[src/design/spbi_pkg.sv]
// Shared constants, codes and control types of the sample playback interpolator.
package spbi_pkg;

	localparam int unsigned MAX_FRAMES_DEF  = 65536;
	localparam int unsigned SAMPLE_BITS_DEF = 16;

	localparam int unsigned ADDR_W    = 16;
	localparam int unsigned STEP_W    = 19;
	localparam int unsigned GAIN_W    = 16;
	localparam int unsigned FC_W      = 17;
	localparam int unsigned POS_W     = 34;
	localparam int unsigned FRAC_W    = 16;
	localparam int unsigned INT_W     = POS_W - FRAC_W;
	localparam int unsigned GAIN_FRAC = 14;
	localparam int unsigned MULT_W    = (FRAC_W > GAIN_W) ? FRAC_W : GAIN_W;

	localparam int unsigned APB_AW = 4;
	localparam int unsigned APB_DW = 32;

	localparam logic [STEP_W-1:0] STEP_RST = STEP_W'(65536);
	localparam logic [GAIN_W-1:0] GAIN_RST = GAIN_W'(16384);
	localparam logic              LOOP_RST = 1'b1;
	localparam logic [FC_W-1:0]   FC_RST   = '0;

	typedef enum logic [1:0] {
		ACT_WRITE     = 2'd0,
		ACT_TICK      = 2'd1,
		ACT_TRANSPORT = 2'd2
	} action_t;

	typedef enum logic [1:0] {
		REG_STEP   = 2'd0,
		REG_GAIN   = 2'd1,
		REG_LOOP   = 2'd2,
		REG_FRAMES = 2'd3
	} reg_idx_t;

	typedef enum logic [3:0] {
		ST_IDLE,
		ST_CHECK,
		ST_WRAP,
		ST_LOOKUP_A,
		ST_LOOKUP_B,
		ST_LOAD,
		ST_MIX,
		ST_LOAD_GAIN,
		ST_GAIN,
		ST_FINISH
	} state_t;

	typedef struct packed {
		logic load_mix;
		logic load_gain;
		logic shift;
	} mac_ctl_t;

	typedef struct packed {
		logic busy;
		logic done;
	} wrap_sts_t;

endpackage

[src/design/spbi_wrap.sv]
// Restoring remainder of the frame index by the length, one quotient bit per cycle.
module spbi_wrap import spbi_pkg::*; (
	input  logic             clk,
	input  logic             arst_n,
	input  logic             start,
	input  logic [INT_W-1:0] numer,
	input  logic [FC_W-1:0]  denom,
	output wrap_sts_t        sts,
	output logic [INT_W-1:0] rem
);
	localparam int unsigned CNT_W = $clog2(INT_W);

	logic [INT_W-1:0] numer_q;
	logic [FC_W-1:0]  rem_q;
	logic [CNT_W-1:0] cnt_q;
	logic             busy_q;
	logic             done_q;
	logic [FC_W:0]    trial;
	logic [FC_W:0]    trial_sub;

	assign trial     = {rem_q, numer_q[INT_W-1]};
	assign trial_sub = trial - {1'b0, denom};

	always_ff @(posedge clk or negedge arst_n) begin
		if (!arst_n) begin
			busy_q <= 1'b0;
			done_q <= 1'b0;
			cnt_q  <= '0;
		end else begin
			done_q <= 1'b0;
			if (start) begin
				busy_q <= 1'b1;
				cnt_q  <= '0;
			end else if (busy_q) begin
				cnt_q <= cnt_q + CNT_W'(1);
				if (cnt_q == CNT_W'(INT_W - 1)) begin
					busy_q <= 1'b0;
					done_q <= 1'b1;
				end
			end
		end
	end

	always_ff @(posedge clk) begin
		if (start) begin
			numer_q <= numer;
			rem_q   <= '0;
		end else if (busy_q) begin
			numer_q <= numer_q << 1;
			// keep the partial remainder below the divisor
			if (trial >= {1'b0, denom}) begin
				rem_q <= trial_sub[FC_W-1:0];
			end else begin
				rem_q <= trial[FC_W-1:0];
			end
		end
	end

	assign sts.busy = busy_q;
	assign sts.done = done_q;
	assign rem      = INT_W'(rem_q);
endmodule

[config.mk]
export PLATFORM = sky130hd
export DESIGN_NAME = spbi_wrap
export DESIGN_NICKNAME = d
export VERILOG_FILES = /design/src/design/spbi_pkg.sv /design/src/design/spbi_wrap.sv
export SDC_FILE = /design/constraint.sdc
export NUM_CORES = 1
export LEC_CHECK = 0
export ABC_AREA = 1
export BUFFER_PORTS_ARGS = -buffer_cell sky130_fd_sc_hd__buf_2
export CORE_UTILIZATION = 30
export CTS_CLUSTER_DIAMETER = 150
export CTS_CLUSTER_SIZE = 40
export DETAILED_ROUTE_END_ITERATION = 16
export HOLD_SLACK_MARGIN = 0.08
export PLACE_DENSITY = 0.56
export SYNTH_ARGS = -nofsm -noshare
export SYNTH_HDL_FRONTEND = slang
export SYNTH_SLANG_ARGS = --single-unit
[constraint.sdc]
create_clock -name clk -period 2.9 [get_ports clk]
set_clock_uncertainty 0.15 [all_clocks]
set_input_delay 0.58 -clock clk [delete_from_list [all_inputs] [get_ports clk]]
set_output_delay 0.58 -clock clk [all_outputs]
set_load 0.1 [all_outputs]
==> impl_metrics.tcl <==
set metrics [dict create \
    placed_area_um2 3580 \
    yosysWarningCount 0 \
    reg2regPathDepth 11 \
    r2r_slack_ns 0.57 \
    cts_root_buf "clkbuf_8" \
    htreeDepth 2 \
    grt_pass1_wl_um 12600 \
    rsz0062_at_grt "no" \
    power_density_nw_per_um2 895 \
    cts_buffers 5 \
    timing.rr.end "rem_q[3]" \
    area_delta_synth_final_pct 15.7 \
    netlist_area_um2 3180 \
    maxSlewViolCount 0 \
    hp-start "rem_q[16]" \
    ys_ff_latch 42 \
    use_met1_pct 18.5 \
    wl_um 7500 \
    tightest_slew_ns 0.762 \
    met3_usage_pct 2.62 \
    combPwrFrac_pct 61.7 \
    start_util_pct 30.9 \
    setup_tns_ns 0 \
    cts_tree "built" \
    drive_above_1_share_pct 18.6 \
    p_sw_uw 1790 \
    hp-class "flip-flop to flip-flop" \
    clk_pin_slew_ns 0.08 \
    cellInternalPower_uw 1500 \
    diodes 0 \
    mostFrequentLayoutCells "167 x nand2_1, 81 x inv_1, 56 x buf_2, 40 x nand3_1" \
    grt_usage_pct 14.0 \
    status "finished clean" \
    yosysTopAreaCell "nand2_1" \
    synth_seq_area_share_pct 33.2 \
    via_count 2881 \
    num_rows 37 \
    worstHoldEndpoint "rem_q[16]" \
    clk_latency_ns 0.29 \
    max_cap_violations 0 \
    hpwlAfterDp_um 6040 \
    yosysTopAreaCellShare_pct 19.7 \
    crit_arrival_ns 2.40 \
    min_period_over_period_pct 80.3 \
    routabilityCongestion 0.882 \
    drt-vias-per-instance 4.39 \
    swShare_pct 54.4 \
    cp.required_ns 2.97 \
    drt-initial-drc-count 180 \
    crit_fanout 19 \
    die_area_um2 11000 \
    grt.busiest_layer "met2" \
    mostFrequentLayoutCell "nand2_1" \
    hold_depth 2 \
    ctsResizeCount 0 \
    postRouteAntennaNets 0 \
    dieHeight_um 105 \
    die_w_um 105 \
    grt_max_degree 24 \
    slew_headroom_pct 49.1 \
    io_buffers 56 \
    synthCells 467 \
    synth_cell_types 36 \
    post_drt_wl_per_cell_um 11.4 \
    fin_crit_ns 2.33 \
    antenna_found_initial 0 \
    first_pass_iters 4 \
    first_global_vias 2753 \
    synthesis.nets 525 \
    io_pins 58 \
    stdcell_area_um2 3680 \
    core_area_um2 10300 \
    clock_path_buffers 2 \
    drc 0 \
    syn_area_per_cell_um2 6.81 \
    seq_power_share_pct 26.5 \
    endpoint_kind "flip-flop" \
    nets 578 \
    grt_overflow 0 \
    clockPowerShare_pct 11.8 \
    postLayoutCoreUtil_pct 35.8 \
    worstSetupPathType "flip-flop to flip-flop" \
    fmax_mhz 429 \
    startpoint_type "flip-flop" \
    finalHoldViolCount 0 \
    max-vdd-ir-drop_uv 312 \
    synthTopCellsByArea "nand2_1 20%, edfxtp_1 17%, dfxtp_1 11%" \
    clock_sinks 42 \
    cellLeakagePower_uw 0.00209 \
    setup-violations-final 0 \
    grtUsageMet2_pct 23.9 \
    timing.rr.start "numer_q[17]" \
]
-- synth_stat cells --
master and count:
nor2_4 2, buf_2 3, nand2_2 11, nor2_1 19
nand3_2 9, o21ai_0 9, o22ai_1 1, nand2_1 167
inv_1 81, and3_1 1, or2_2 1, edfxtp_1 18
dfrtp_1 7, ha_1 19, a21oi_1 13, xnor2_1 5
nand3b_1 8, dfxtp_1 17, fa_1 1, o21ai_1 1
nand2_4 2, or2_1 1, o21ai_2 1, nand3_1 40
nor3b_1 1, nor3_1 4, buf_12 1, nor3_4 1
conb_1 1, clkbuf_1 6, and2_1 1, inv_2 3
nand4_1 5, buf_4 3, nor2_2 2, xor2_1 2
-- repair_timing --
item | CTS | global route
hold buffers | 1 | 0
setup buffers | 0 | 0
hold endpoints to repair | 7 | 0
-- cell type report --
type                    instances  area [um2]
repair buffers                 59         318
inverters                      84         315
clock buffers                   7        86.3
well taps                     136         170
flip-flops and latches         42        1060
fillers                      1150        6600
multi-input cells             328        1730
clock inverters                 1        5.00
-- how the worst max path moves through the flow --
| stage | startpoint | end | slack (ns) | depth (start not counted) |
|---|---|---|---|---|
| global placement | start | numer_q[1] | 0.39 | 4 |
| CTS | numer_q[17] | rem_q[3] | 0.58 | 11 |
| floorplan | rem_q[15] | rem_q[7] | 0.21 | 12 |
| detailed placement | denom[0] | rem_q[3] | 0.35 | 11 |
| finish | numer_q[17] | rem_q[3] | 0.57 | 11 |
| global route | numer_q[17] | rem_q[3] | 0.35 | 11 |
-- state kept, by name (all words and copies together), names as in the netlist --
register  cells
numer_q      18
rem_q        17
cnt_q         5
busy_q        1
done_q        1
-- critical path, cell delays in order, from the launching register on --
cell,delay [ns]
edfxtp_1,0.36
inv_1,0.08
ha_1,0.15
inv_1,0.09
fa_1,0.44
nand3_1,0.15
nand3_2,0.12
nand2_4,0.20
nand2_4,0.20
nand2_1,0.11
nand3_1,0.08
o21ai_0,0.10
-- cells by family (layout without fill, tap and decap cells) --
family | after synthesis | in the layout | synth area share [%]
XOR/XNOR | 7 | 7 | 1.93
buffers and inverters | 97 | 151 | 12.4
AO/OA/AOI/OAI | 25 | 25 | 4.09
AND/OR/NAND/NOR | 275 | 275 | 40.1
adder cells (fa/ha/maj) | 20 | 20 | 8.11
other | 1 | 1 | 0.118
flip-flops | 42 | 42 | 33.2
-- power groups by stage --
stage               registers (uW)  logic (uW)  clock network, uW
CTS                            873        2040                403
global placement               884        2020                  0
detailed placement             885        2020                  0
finish                         871        2030                390
floorplan                     1410        1120                  0
global route                   884        2230                419
-- metrics by stage --
step	cells	worst slack [ns]	hold WS, ns	total power [uW]
after global placement	648	0.390	0.273	2910
after global routing	657	0.349	0.360	3540
after floorplan	467	0.212	0.134	2530
after CTS	657	0.575	0.353	3310
after detailed placement	648	0.345	0.278	2910
final	657	0.571	0.342	3290
-- per-layer routing --
metal  part of all wire, %  up-vias
li1                      -     1556
met1                    48     1261
met2                    47       59
met3                   4.4        5
met4                  0.76        0
met5                     0        -
Note: power is estimated with default switching activity, not from simulation.
