`src/design/spbi_pkg.sv`:
```
// Shared constants, codes and control types of the sample playback interpolator.
package spbi_pkg;

	localparam int unsigned MAX_FRAMES_DEF  = 65536;
	localparam int unsigned SAMPLE_BITS_DEF = 16;

	localparam int unsigned ADDR_W    = 16;
	localparam int unsigned STEP_W    = 19;
	localparam int unsigned GAIN_W    = 16;
	localparam int unsigned FC_W      = 17;
	localparam int unsigned POS_W     = 34;
	localparam int unsigned FRAC_W    = 16;
	localparam int unsigned INT_W     = POS_W - FRAC_W;
	localparam int unsigned GAIN_FRAC = 14;
	localparam int unsigned MULT_W    = (FRAC_W > GAIN_W) ? FRAC_W : GAIN_W;

	localparam int unsigned APB_AW = 4;
	localparam int unsigned APB_DW = 32;

	localparam logic [STEP_W-1:0] STEP_RST = STEP_W'(65536);
	localparam logic [GAIN_W-1:0] GAIN_RST = GAIN_W'(16384);
	localparam logic              LOOP_RST = 1'b1;
	localparam logic [FC_W-1:0]   FC_RST   = '0;

	typedef enum logic [1:0] {
		ACT_WRITE     = 2'd0,
		ACT_TICK      = 2'd1,
		ACT_TRANSPORT = 2'd2
	} action_t;

	typedef enum logic [1:0] {
		REG_STEP   = 2'd0,
		REG_GAIN   = 2'd1,
		REG_LOOP   = 2'd2,
		REG_FRAMES = 2'd3
	} reg_idx_t;

	typedef enum logic [3:0] {
		ST_IDLE,
		ST_CHECK,
		ST_WRAP,
		ST_LOOKUP_A,
		ST_LOOKUP_B,
		ST_LOAD,
		ST_MIX,
		ST_LOAD_GAIN,
		ST_GAIN,
		ST_FINISH
	} state_t;

	typedef struct packed {
		logic load_mix;
		logic load_gain;
		logic shift;
	} mac_ctl_t;

	typedef struct packed {
		logic busy;
		logic done;
	} wrap_sts_t;

endpackage

```
`src/design/spbi_mac.sv`:
```
// Bit-serial blend and gain lane for one channel, one multiplier bit per cycle.
module spbi_mac import spbi_pkg::*; #(
	parameter int unsigned SAMPLE_BITS = SAMPLE_BITS_DEF
) (
	input  logic                          clk,
	input  mac_ctl_t                      ctl,
	input  logic signed [SAMPLE_BITS-1:0] near_smp,
	input  logic signed [SAMPLE_BITS-1:0] far_smp,
	input  logic [FRAC_W-1:0]             frac,
	input  logic [GAIN_W-1:0]             gain,
	output logic signed [SAMPLE_BITS-1:0] result
);
	localparam int unsigned ACC_W = SAMPLE_BITS + MULT_W + 3;
	localparam int unsigned DIF_W = SAMPLE_BITS + 1;
	localparam logic signed [ACC_W-1:0] MIX_HALF  = ACC_W'(1) << (FRAC_W - 1);
	localparam logic signed [ACC_W-1:0] GAIN_HALF = ACC_W'(1) << (GAIN_FRAC - 1);
	localparam logic signed [ACC_W-1:0] SMP_MAX   = (ACC_W'(1) << (SAMPLE_BITS - 1)) - ACC_W'(1);
	localparam logic signed [ACC_W-1:0] SMP_MIN   = ~SMP_MAX;

	logic signed [ACC_W-1:0] acc_q;
	logic signed [ACC_W-1:0] mcand_q;
	logic [MULT_W-1:0]       mult_q;
	logic signed [DIF_W-1:0] diff;
	logic signed [ACC_W-1:0] scaled;

	assign diff = DIF_W'(far_smp) - DIF_W'(near_smp);

	always_ff @(posedge clk) begin
		if (ctl.load_mix) begin
			acc_q   <= (ACC_W'(near_smp) <<< FRAC_W) + MIX_HALF;
			mcand_q <= ACC_W'(diff);
			mult_q  <= MULT_W'(frac);
		end else if (ctl.load_gain) begin
			// floor of the blend sum is the interpolated sample
			mcand_q <= acc_q >>> FRAC_W;
			acc_q   <= GAIN_HALF;
			mult_q  <= MULT_W'(gain);
		end else if (ctl.shift) begin
			if (mult_q[0]) begin
				acc_q <= acc_q + mcand_q;
			end
			mcand_q <= mcand_q <<< 1;
			mult_q  <= mult_q >> 1;
		end
	end

	always_comb begin
		scaled = acc_q >>> GAIN_FRAC;
		if (scaled > SMP_MAX) begin
			result = SAMPLE_BITS'(SMP_MAX);
		end else if (scaled < SMP_MIN) begin
			result = SAMPLE_BITS'(SMP_MIN);
		end else begin
			result = SAMPLE_BITS'(scaled);
		end
	end
endmodule

```
`config.mk`:
```
export PLATFORM = sky130hd
export DESIGN_NAME = spbi_mac
export DESIGN_NICKNAME = d
export VERILOG_FILES = /design/src/design/spbi_pkg.sv /design/src/design/spbi_mac.sv
export SDC_FILE = /design/constraint.sdc
export NUM_CORES = 1
export LEC_CHECK = 0
export ABC_CLOCK_PERIOD_IN_PS = 2270
export BUFFER_PORTS_ARGS = -buffer_cell sky130_fd_sc_hd__buf_2
export CAP_MARGIN = 40
export CORE_ASPECT_RATIO = 0.6
export CORE_MARGIN = 1
export CORE_UTILIZATION = 54
export DETAILED_ROUTE_END_ITERATION = 8
export GPL_TIMING_DRIVEN = 0
export PLACE_DENSITY = 0.8
export SYNTH_ARGS = -nofsm -noshare
export SYNTH_HDL_FRONTEND = slang
export SYNTH_SLANG_ARGS = --single-unit
```
`constraint.sdc`:
```
create_clock -name clk -period 2.27 [get_ports clk]
set_input_delay 0.1135 -clock clk [delete_from_list [all_inputs] [get_ports clk]]
set_output_delay 0.1135 -clock clk [all_outputs]
set_load 0.02 [all_outputs]
```
==> results of run 1 <==
==> worst min-delay path: stages <==
cell                      delay (ns)
sky130_fd_sc_hd__buf_2          0.08
sky130_fd_sc_hd__nand2_1        0.04
sky130_fd_sc_hd__o21ai_0        0.06
==> routing by layer <==
layer	vias to the layer above	part of all wire
met1	3166	0.41
met5	-	0
li1	2916	-
met4	0	0.023
met3	59	0.14
met2	446	0.43
==> through the flow <==
stage           util  instance area [µm²]  cells  hold slack [ns]
3_3_place_gp   0.626                 7260    945            0.395
4_1_cts        0.707                 8200    994           0.0373
3_5_place_dp   0.631                 7310    948            0.395
5_1_grt        0.747                 8660   1006           0.0428
2_1_floorplan      -                 6660    704            0.301
6_report       0.747                 8660   1007           0.0364
==> repair_timing <==
action | in CTS | in global routing
setup buffers | 31 | 16
endpoints found under the hold margin | 0 | 0
gates resized for setup | 76 | 97
gates cloned | 0 | 1
setup endpoints to repair | 51 | 64
pin swaps | 37 | 48
==> cell type report <==
type                            instances  area, µm²
Clock buffer                           10        229
Tap cell                              160        200
Antenna cell                            1       2.50
Buffer                                 33        154
Multi-Input combinational cell        551       4480
Sequential cell                        86       2580
Clock inverter                          6       55.1
Inverter                               31        119
Fill cell                             770       2940
Timing Repair Buffer                  129        837
==> logic make-up after synthesis <==
logic type / synth area share
AO/OA/AOI/OAI: 0.241
AND/OR/NAND/NOR: 0.131
multiplexers: 0.0507
buffers and inverters: 0.0399
adder cells (fa/ha/maj): 0.101
XOR/XNOR: 0.0452
flip-flops: 0.392
==> synth_stat cells (10+ instances only) <==
master / instances / area (µm²)
sky130_fd_sc_hd__nand3_1: 17 / 85.1
sky130_fd_sc_hd__xnor2_1: 21 / 184
sky130_fd_sc_hd__inv_1: 30 / 113
sky130_fd_sc_hd__edfxtp_1: 86 / 2580
sky130_fd_sc_hd__o21ai_0: 66 / 330
sky130_fd_sc_hd__nand2_1: 69 / 259
sky130_fd_sc_hd__o22ai_1: 10 / 62.6
sky130_fd_sc_hd__nor2b_1: 12 / 75.1
sky130_fd_sc_hd__mux2i_1: 30 / 300
sky130_fd_sc_hd__o21a_1: 10 / 75.1
sky130_fd_sc_hd__nor3_1: 16 / 80.1
sky130_fd_sc_hd__xor2_1: 13 / 114
sky130_fd_sc_hd__nor2_1: 32 / 120
sky130_fd_sc_hd__a21o_1: 28 / 210
sky130_fd_sc_hd__ha_1: 50 / 626
sky130_fd_sc_hd__clkbuf_1: 25 / 93.8
sky130_fd_sc_hd__a21oi_1: 70 / 350
==> registers in the layout, indices dropped and copies added, names as in the netlist <==
register / count
acc_q: 35
mult_q: 16
mcand_q: 35
==> path summary, 6_finish.rpt <==
path / to / slack, ns / start
setup / recovery: acc_q[22] / -0.52 / mcand_q[7]
hold / removal: mult_q[0] / 0.04 / frac[0]
setup reg to reg: acc_q[22] / -0.52 / mcand_q[7]
hold reg to reg: mcand_q[30] / 0.63 / mcand_q[29]
==> report_power, final <==
| group | switching (mW) | internal (mW) | total [mW] |
|---|---|---|---|
| sequential | 0.323 | 2.10 | 2.42 |
| combinational | 2.34 | 1.78 | 4.13 |
| clock | 0.704 | 0.765 | 1.47 |
| total | 3.37 | 4.65 | 8.02 |
==> impl_metrics.json, run 1 <==
{
  "cpPeakStageDelay_ns": 0.48,
  "die_area_mm2": 0.0127,
  "worst_pin_slew_ns": 0.878,
  "number_of_antenna_violations_at_the_first_check_in_global_routing": 0,
  "firstDrtPassIters": 6,
  "layout-drive-gt1-share": 0.320,
  "postSynthNetCount": 824,
  "timing.reg2reg.worst_path_depth": 8,
  "outcome": "complete, but fails checks",
  "grt-busiest-layer": "met2",
  "worst_slack_ns": -0.522,
  "clk_root_buffer_cell": "sky130_fd_sc_hd__clkbuf_16",
  "cts.reportedPaths.clkPinSlew_ns": 0.08,
  "h-tree-depth": 3,
  "synthesis.area_mm2": 0.00659,
  "grt.met3_usage": 0.100,
  "setup-tns-final_ns": -8.29,
  "crit_required_ns": 2.34,
  "timing.max_slew.rel_slack": 0.414,
  "hpwlAfterDp_um": 15700,
  "min_path_type": "input pin to flop",
  "grt_setup_unrepaired": "true",
  "initial_core_util": 0.568,
  "tritoncts": "yes",
  "finalSetupViolations": 26,
  "commonest_non_fill_non_tap_cell_in_the_layout": "sky130_fd_sc_hd__edfxtp_1",
  "antenna_left": 0,
  "netlist-cell-type-count": 65,
  "vdd_ir_drop_max_mv": 0.515,
  "postSynth.asyncResetShare": 0,
  "die_height_um": 87.6,
  "numCtsBuffers": 9,
  "design_power_total_mw": 8.02,
  "clkLatencyLatePin_ns": 0.36,
  "cp.depth": 8,
  "area_growth_pct": 31.4,
  "layout_min_cycle_time_ns": 2.79,
  "port_buffers": 81,
  "synth.ff_latch_count": 86,
  "hold_viol_final": 0,
  "grt_first_pass_wirelength_um": 33300,
  "place_congestion": 0.969,
  "num_vias": 6587,
  "pin_count_of_the_biggest_net_entering_global_routing": 35,
  "core.rowCount": 30,
  "wp_data_arrival_ns": 2.86,
  "worstSetupStartpointType": "flop",
  "max_cap_violations": 0,
  "dpl_worst_slack_ns": -0.607,
  "p_leak_nw": 3.58,
  "fp.dieW_um": 145,
  "whs_path_depth": 3,
  "maxSlewViolCount": 0,
  "crit_chain": "ha_1 -> a21oi_1 -> o21ai_4 -> nor4bb_4 -> o21ai_2 -> a221oi_2 -> xor2_1 -> o22ai_1",
  "viasPerCell": 6.54,
  "fmax_mhz": 358,
  "critPathTopFamily": "compound AO/OA/AOI/OAI gates",
  "synth_ff_type": "sky130_fd_sc_hd__edfxtp_1",
  "synth-edff-count": 86,
  "postCtsHoldBufs": 0,
  "worstSetupEndpointType": "flop",
  "drt_drc_violations_left": 0,
  "worstPathMaxFanout": 5,
  "grt_util_met1": 0.498,
  "cts.sinks": 86,
  "dr.first_iter.drc_count": 761,
  "cts_buffer_depth": 2,
  "grt_util_all_layers": 0.357,
  "finalClockSkew_ns": 0.0135,
  "failed_checks": "setup timing",
  "power.density_cell_area_mw_per_mm2": 926,
  "most-common-layout-cells": "sky130_fd_sc_hd__edfxtp_1 (86), sky130_fd_sc_hd__buf_2 (82), sky130_fd_sc_hd__nand2_1 (65)",
  "critical_path_class": "flop to flop",
  "syn_area_per_cell_um2": 9.36,
  "core_area_mm2": 0.0116,
  "critical_path.slowest_cell": "sky130_fd_sc_hd__edfxtp_1",
  "grt_use_met2": 0.549,
  "yosysWarningCount": 0,
  "synth_cells": 704,
  "vias_in_the_first_global_route": 6065,
  "grt_overflow": 0,
  "finalNetCount": 961,
  "crit_buf_inv": 0,
  "wire_per_inst_um": 22.8,
  "drt-total-wl_um": 22900,
  "sequential_cell_area_fraction_in_the_yosys_report": 0.392,
  "floorplan.io_pins": 84,
  "final_critical_path_share_of_the_clock_period": 1.23
}
(Power assumes the default switching activity.)
==> run 2: changes to the inputs <==
--- a/config.mk
+++ b/config.mk
@@ -10,10 +10,12 @@
 export CAP_MARGIN = 40
 export CORE_ASPECT_RATIO = 0.6
 export CORE_MARGIN = 1
-export CORE_UTILIZATION = 54
+export CORE_UTILIZATION = 55
+export CTS_BUF_LIST = sky130_fd_sc_hd__clkbuf_8
 export DETAILED_ROUTE_END_ITERATION = 8
+export GPL_ROUTABILITY_DRIVEN = 0
 export GPL_TIMING_DRIVEN = 0
-export PLACE_DENSITY = 0.8
+export PLACE_DENSITY = 0.81
 export SYNTH_ARGS = -nofsm -noshare
 export SYNTH_HDL_FRONTEND = slang
 export SYNTH_SLANG_ARGS = --single-unit
==> run 2 against run 1 <==
Effect of this change: the flow still finishes with violations (setup timing); design area shrank 1.0%; utilization shrank 0.052 points; worst setup slack lost 0.048 ns; first-iteration DRC count rose by 27%; flip-flop and latch count unchanged; maximum frequency fell by 1.7%; register-to-register slack lost 0.05 ns; non-clock buffer count increased by 6; die area decreased by 1.8%; critical endpoint is now acc_q[29]; highest routed layer unchanged.
==> impl_metrics.json, run 2 (synthesis gave the netlist of run 1 again) <==
{
  "timing.reg2reg.worst_path_depth": 9,
  "failed_checks": "setup timing",
  "cpPeakStageDelay_ns": 0.51,
  "placedCellCount": 947,
  "fillers": 785,
  "drt_drc_violations_left": 0,
  "viasPerCell": 6.67,
  "most-common-layout-cells": "sky130_fd_sc_hd__edfxtp_1 (86), sky130_fd_sc_hd__buf_2 (84), sky130_fd_sc_hd__nand2_1 (61)",
  "clk_root_buffer_cell": "sky130_fd_sc_hd__clkbuf_8",
  "worst_slack_ns": -0.570,
  "ff2ff_setup_slack_ns": -0.57,
  "finalInstanceArea_mm2": 0.00857,
  "final_critical_path_share_of_the_clock_period": 1.25,
  "fmax_mhz": 352,
  "maxSlewViolCount": 0,
  "die_area_mm2": 0.0124,
  "layout-drive-gt1-share": 0.319,
  "firstDrtPassIters": 6,
  "grt_use_met2": 0.546,
  "floorplan.io_pins": 84,
  "cp.depth": 9,
  "grt_first_pass_wirelength_um": 33400,
  "wire_per_inst_um": 23.3,
  "finalSetupViolations": 27,
  "initial_core_util": 0.574,
  "grt_overflow": 0,
  "fin_cells": 1013,
  "core_area_mm2": 0.0115,
  "p_leak_nw": 3.55,
  "biggestRegsByFlops": "acc_q x35, mcand_q x35, mult_q x16",
  "grt-busiest-layer": "met2",
  "worst_pin_slew_ns": 0.881,
  "sequential_cell_area_mm2": 0.00258,
  "area_growth_pct": 30.1,
  "port_buffers": 81,
  "grt.met3_usage": 0.155,
  "critPathTopFamily": "simple AND/OR/NAND/NOR gates",
  "timing.hold.ws_ns": 0.00968,
  "core.rowCount": 30,
  "tritoncts": "yes",
  "min_path_type": "input pin to flop",
  "critical_path.slowest_cell": "sky130_fd_sc_hd__edfxtp_1",
  "reg2reg_end": "acc_q[29]",
  "grt_setup_unrepaired": "true",
  "grt_util_met1": 0.477,
  "outcome": "complete, but fails checks",
  "layout_min_cycle_time_ns": 2.84,
  "finalClockSkew_ns": 0.00876,
  "placement.cell_area_mm2": 0.00731,
  "dr.first_iter.drc_count": 967,
  "cts_buffer_depth": 2,
  "hpwlAfterDp_um": 15100,
  "pin_count_of_the_biggest_net_entering_global_routing": 36,
  "power.density_cell_area_mw_per_mm2": 911,
  "cts.reportedPaths.clkPinSlew_ns": 0.10,
  "crit_required_ns": 2.39,
  "design_power_total_mw": 7.81,
  "antenna_left": 0,
  "cts.sinks": 86,
  "number_of_antenna_violations_at_the_first_check_in_global_routing": 1,
  "crit_buf_inv": 2,
  "worstSetupStartpointType": "flop",
  "crit_chain": "ha_1 -> buf_2 -> nand4_1 -> buf_4 -> o31ai_4 -> o31a_4 -> a21oi_4 -> and4_1 -> or3_1",
  "finalNetCount": 967,
  "commonest_non_fill_non_tap_cell_in_the_layout": "sky130_fd_sc_hd__edfxtp_1",
  "vias_in_the_first_global_route": 6261,
  "num_vias": 6761,
  "clkLatencyLatePin_ns": 0.39,
  "crit_start": "mcand_q[9]",
  "grt_util_all_layers": 0.365,
  "critical_path_class": "flop to flop",
  "die_height_um": 86.8,
  "timing.max_slew.rel_slack": 0.398,
  "fp.dieW_um": 143,
  "vdd_ir_drop_max_mv": 0.444,
  "worst_r2r_startpoint": "mcand_q[9]",
  "worstSetupEndpointType": "flop",
  "multi_input_comb_area_mm2": 0.00444,
  "whs_path_depth": 3,
  "wp_data_arrival_ns": 2.96,
  "max_cap_violations": 0,
  "h-tree-depth": 3,
  "numCtsBuffers": 9,
  "drt-total-wl_um": 23700,
  "worstPathMaxFanout": 7,
  "endpoint": "acc_q[29]",
  "hold_viol_final": 0
}
==> run 2: cell types whose count changed in the layout (fill, tap and decap cells not counted), moves of 3 or more <==
cell	delta
sky130_fd_sc_hd__o21ai_0	+16
sky130_fd_sc_hd__o21ai_2	-10
sky130_fd_sc_hd__clkbuf_16	-9
sky130_fd_sc_hd__clkbuf_8	+9
sky130_fd_sc_hd__o21ai_1	-6
sky130_fd_sc_hd__buf_4	+4
sky130_fd_sc_hd__nand2_1	-4
sky130_fd_sc_hd__nand2_4	+3
==> run 2: where the power goes <==
group          leakage, nW  total (mW)  internal (mW)  switching (mW)
sequential           0.922        2.42           2.10           0.318
combinational         2.53        4.24           1.83            2.42
clock               0.0956        1.15          0.511           0.638
==> run 2: tightest hold or removal path, stage by stage <==
cell,delay (ns)
sky130_fd_sc_hd__buf_2,0.08
sky130_fd_sc_hd__nand2_1,0.04
sky130_fd_sc_hd__o21ai_0,0.06
==> run 2: metrics by stage <==
stage	setup TNS (ns)	worst slack (ns)	util
floorplan	-0.469	-0.159	-
global placement	-44.84	-0.580	0.632
detailed placement	-18.60	-0.593	0.636
CTS	-6.25	-0.432	0.705
global route	-11.04	-0.611	0.746
finish	-9.75	-0.570	0.746
==> run 2: how the worst min path moves through the flow <==
stage / from / to / slack, ns
after detailed placement: frac[5] / mult_q[5] / 0.40
after global placement: frac[13] / mult_q[13] / 0.39
after floorplan: frac[14] / mult_q[14] / 0.30
after global routing: frac[15] / mult_q[15] / 0.001
after CTS: frac[4] / mult_q[4] / 0.00004
final: frac[10] / mult_q[10] / 0.01
==> run 2: layer usage <==
layer	wire, µm	share of wire	up-vias
met3	3780	0.16	115
met2	10300	0.43	597
li1	-	-	2914
met1	8720	0.37	3135
met4	891	0.038	0
met5	0	0	-
==> run 2: cell type report <==
class                           count  area share
Multi-Input combinational cell    551       0.518
Sequential cell                    86       0.301
Timing Repair Buffer              135       0.103
Tap cell                          160      0.0234
Buffer                             33      0.0178
Clock buffer                        9      0.0145
Inverter                           31      0.0136
Clock inverter                      7     0.00847
Antenna cell                        1    0.000292
==> run 2: timing repair <==
action / CTS / global route
pin swaps: 40 / 43
setup buffers: 33 / 25
hold buffers: 1 / 0
gates resized for setup: 66 / 79
endpoints found under the setup margin: 44 / 60
hold endpoints to repair: 1 / 0
